--- src/rtl/spm_ram.sv ---
// ----------------------------------------------------------------------------
// Generic RAM
// One write port and one read port with registered read data.
// ----------------------------------------------------------------------------
`default_nettype none

module spm_ram #(
	parameter int WIDTH = 8,
	parameter int DEPTH = 8
) (
	input  wire logic                                 clk,
	input  wire logic                                 we,
	input  wire logic [(DEPTH > 1 ? $clog2(DEPTH) : 1)-1:0] waddr,
	input  wire logic [WIDTH-1:0]                     wdata,
	input  wire logic [(DEPTH > 1 ? $clog2(DEPTH) : 1)-1:0] raddr,
	output logic      [WIDTH-1:0]                     rdata
);

	logic [WIDTH-1:0] mem [DEPTH];

	// Read data is registered; a read of the entry being written returns the old data.
	always_ff @(posedge clk) begin
		if (we) begin
			mem[waddr] <= wdata;
		end
		rdata <= mem[raddr];
	end

endmodule

`default_nettype wire

--- config.mk ---
export PLATFORM = sky130hd
export DESIGN_NAME = spm_ram
export DESIGN_NICKNAME = d
export VERILOG_FILES = /design/src/rtl/spm_ram.sv
export SDC_FILE = /design/constraint.sdc
export NUM_CORES = 1
export LEC_CHECK = 0
export BUFFER_PORTS_ARGS = -buffer_cell sky130_fd_sc_hd__buf_2
export CORE_MARGIN = 2
export CORE_UTILIZATION = 45
export CTS_BUF_LIST = sky130_fd_sc_hd__clkbuf_4
export CTS_CLUSTER_DIAMETER = 100
export DETAILED_ROUTE_END_ITERATION = 8
export GPL_TIMING_DRIVEN = 0
export SETUP_SLACK_MARGIN = 0.2
export SLEW_MARGIN = 10
export SYNTH_ARGS = -nofsm -noshare
export SYNTH_HDL_FRONTEND = slang
export SYNTH_SLANG_ARGS = --single-unit
--- constraint.sdc ---
create_clock -name clk -period 1.47 [get_ports clk]
set_input_delay 0.0735 -clock clk [delete_from_list [all_inputs] [get_ports clk]]
set_output_delay 0.0735 -clock clk [all_outputs]
set_load 0.005 [all_outputs]
Yosys cells after proc, flatten, opt, wreduce, memory -nomap -nowiden
Memory sizes are Yosys's and may differ from the RTL's. A register that Yosys moved wholly into a read port is not among the register bits.
Cells that the tools add are included.

word-level totals
  register bits = 0
  memory bits (writable) = 64
  output and inout port bits = 8
  logic and storage cells = 3
  memories kept = 1

cells by class
  mux-type cells = 2

memory list
  memory  depth  bits a word  read ports  clocked after Yosys merged registers in  write ports  RTL line  text
  mem     8      8            1           1                                        1            19        logic [WIDTH-1:0] mem [DEPTH];

operators with widths
  cell               count
  1-bit two-way mux  2

Depth between registers and ports, before layout
  word-level depth = 2
  mapped depth = 4
  depth with buffers taken out = 2

Least setup slack after synthesis
Ideal clock, no wire load.

  kind = input -> register
  start = in waddr[2] in the netlist's numbering
  end = mem mem[0][0] (enable)
  arrival time = 851 ps
  path slack = 236 ps
  cell stages on the path = 2
  path buffers = 0
  cell sequence = nand2b_1 nor3_1

RTL lines
  what             RTL line  text
  start, declared  13        input wire logic [(DEPTH > 1 ? $clog2(DEPTH) : 1)-1:0] waddr,
  end, declared    19

No word-level cell before the write port.

==> metrics.cfg <==
[synthesis]
synth_area_mm2=0.00269
synthSimpleGateAreaFrac_pct=2.19
synthAdderAreaFrac_pct=0
ys.warnings.count=0
synthMuxAreaShare_pct=18.8
synth-xor-area-share_pct=0
syn_nets=130
syn_inst=114
synth_seq_area_share_pct=77.4
ys_seq_elements=72
synth_compound_area_share_pct=0
syn_avg_cell_area_um2=23.6
synth_top_family_by_area=multiplexers
yosysUniqueCellTypes=14

[layout]
drive_gt1_share_pct=38.0
n_fill_cell=489
nets=169
n_antenna_cell=0
fin_cells=233
syn_to_final_growth_pct=13.7

[power_and_ir_drop]
seqPwrFrac_pct=62.6
powerDensity_mw_per_mm2=1210
finalPower_mw=3.71
internal_power_mw=2.98
ir_drop_v=0.000683
pwr-share-clk_pct=30.9
p_leak_nw=1.03
pwr-share-comb_pct=6.5
swShare_pct=19.8
p_switching_mw=0.736

[worst_setup_path]
worstPathRequired_ns=1.76
arrival_ns=1.55
crit_fanout=1
reg2regPathDepth=2
slowest_stage=mux4_1
crit_path_end_kind=flip-flop
startpoint=mem[3][4]
path_cells=mux4_1 -> mux2_2
cp-start-kind=flip-flop
worstReg2RegStart=mem[3][4]
crit_type=reg -> reg
cp_slowest_stage_delay_ns=0.51

[clocking]
cts_tree=done
clk_latency_ns=0.40
clk_pin_slew_ns=0.10
clockBufferDepth=2
cts.htree.levels=3
ctsRootBufferMaster=clkbuf_4
cts_made_buffers=9
cts.sinks=72

[global_route]
use_met3_pct=6.33
grt_most_used_layer=met2
grt_usage_pct=14.9
grt_pass1_vias=1209
use_met2_pct=23.4
grt_pass1_wl_um=6440
grt.overflow.total=0
grtUsageMet1_pct=18.2
antenna_found_initial=0
grt_max_degree=12

[routing]
wl_per_cell_um=19.0
totalWireLength_um=4430
viasPerCell=5.21
first_pass_iters=4
postRouteAntennaNets=0
remaining_drc_errors=0
vias=1213
drtIter0Drc=76

[placed_design]
place_inst=209
io_buffers=20
hpwlAfterDp_um=2730
place_congestion=0.622

[job]
drv_cap=0

[outcome]
outcome=complete, no violations

[floorplanning]
core_mm2=0.00585
initial_core_util_pct=46.0
pin_count=24
die_h_um=81.3
fp.dieW_um=81.3
dieArea_mm2=0.00662
rows=28

[timing]
max_freq_mhz=797
hold_viol_final=0
setup_viol=0
timing.final.crit_period_ns=1.26
drv_slew=0
skew_ns=0.00837
slew_headroom_pct=34.7
holdWs_ns=0.122
tightest_slew_ns=0.977
rsz0062_at_grt=true
fin_crit_sh_pct=85.4

[min_path]
hold_path.class=in -> reg
min_from=waddr[0]
whs_path_depth=2

-- placed cells by master (no fill, tap or decap), drive strengths merged, types with 3 or more instances in the layout --
| cell type | n |
|---|---|
| edfxtp | 64 |
| buf | 24 |
| mux4 | 16 |
| clkbuf | 12 |
| mux2 | 8 |
| dlygate4sd3 | 8 |
| dfxtp | 8 |
| nor2 | 6 |
| clkinv | 4 |
| nand2b | 3 |
-- final timing paths --
check                                  to  slack (ns)
worst min register to register   rdata[6]        0.68
worst min-delay path            mem[4][1]        0.12
worst max register to register   rdata[4]        0.21
worst max-delay path             rdata[4]        0.21
-- kinds of logic (layout without fill, tap and decap cells) --
group,count (synthesis),in the layout
buffers and inverters,5,49
flip-flops,72,72
AND/OR/NAND/NOR,13,13
multiplexers,24,24
-- power groups by stage --
stage	clock network [mW]	registers, mW	logic, mW
global route	1.26	2.33	0.266
floorplan	0	2.37	0.124
detailed placement	0	2.37	0.224
global placement	0	2.37	0.215
CTS	1.18	2.32	0.242
finish	1.15	2.32	0.242
-- critical path: cells and delay by family, from the launching register on --
kind | cells | cell delay, ns
flops | 1 | 0.37
mux | 2 | 0.79
-- routing by layer --
| layer | routed length [µm] | vias up |
|---|---|---|
| met5 | 0 | - |
| met4 | 24 | 0 |
| met3 | 253 | 2 |
| met2 | 2200 | 46 |
| met1 | 1950 | 615 |
| li1 | - | 550 |
-- registers in the layout (all words and copies together), names as in the netlist --
register,cells
mem,64
rdata,8
-- layout make-up --
type                            instances  area, µm²  area share [%]
Buffer                                  5       43.8            1.43
Clock inverter                          5       47.5            1.55
Timing Repair Buffer                   28        180            5.89
Sequential cell                        72       2080            68.0
Multi-Input combinational cell         37        531            17.3
Tap cell                               75       93.8            3.07
Clock buffer                           11       82.6            2.70
-- synthesized netlist by cell type, drive strengths merged --
library cell  count  area, µm²
mux2              8       90.1
dfxtp             8        160
buf               4       40.0
clkbuf            1       3.75
nand2             2       7.51
nor3              2       10.0
edfxtp           64       1920
nand2b            3       18.8
nor2              6       22.5
mux4             16        417
-- metrics by stage --
| step | setup TNS (ns) | util (%) | setup slack, ns | cell area, µm² |
|---|---|---|---|---|
| 3_3_place_gp | -5.78 | 49.3 | -0.364 | 2890 |
| 4_1_cts | 0 | 53.0 | 0.200 | 3100 |
| 6_report | 0 | 52.3 | 0.215 | 3060 |
| 2_1_floorplan | 0 | - | 0.236 | 2690 |
| 5_1_grt | 0 | 52.3 | 0.163 | 3060 |
| 3_5_place_dp | -1.28 | 49.5 | -0.0756 | 2900 |
-- timing repair --
item                                    in CTS  in global routing
resized for setup                            2                 10
pin swaps                                    0                  0
cloned                                       0                  0
hold buffers                                 8                  0
buffers inserted                             0                  0
endpoints found under the setup margin       2                  8
endpoints found under the hold margin       64                  0
No activity file was read; power rests on OpenSTA's default activity.
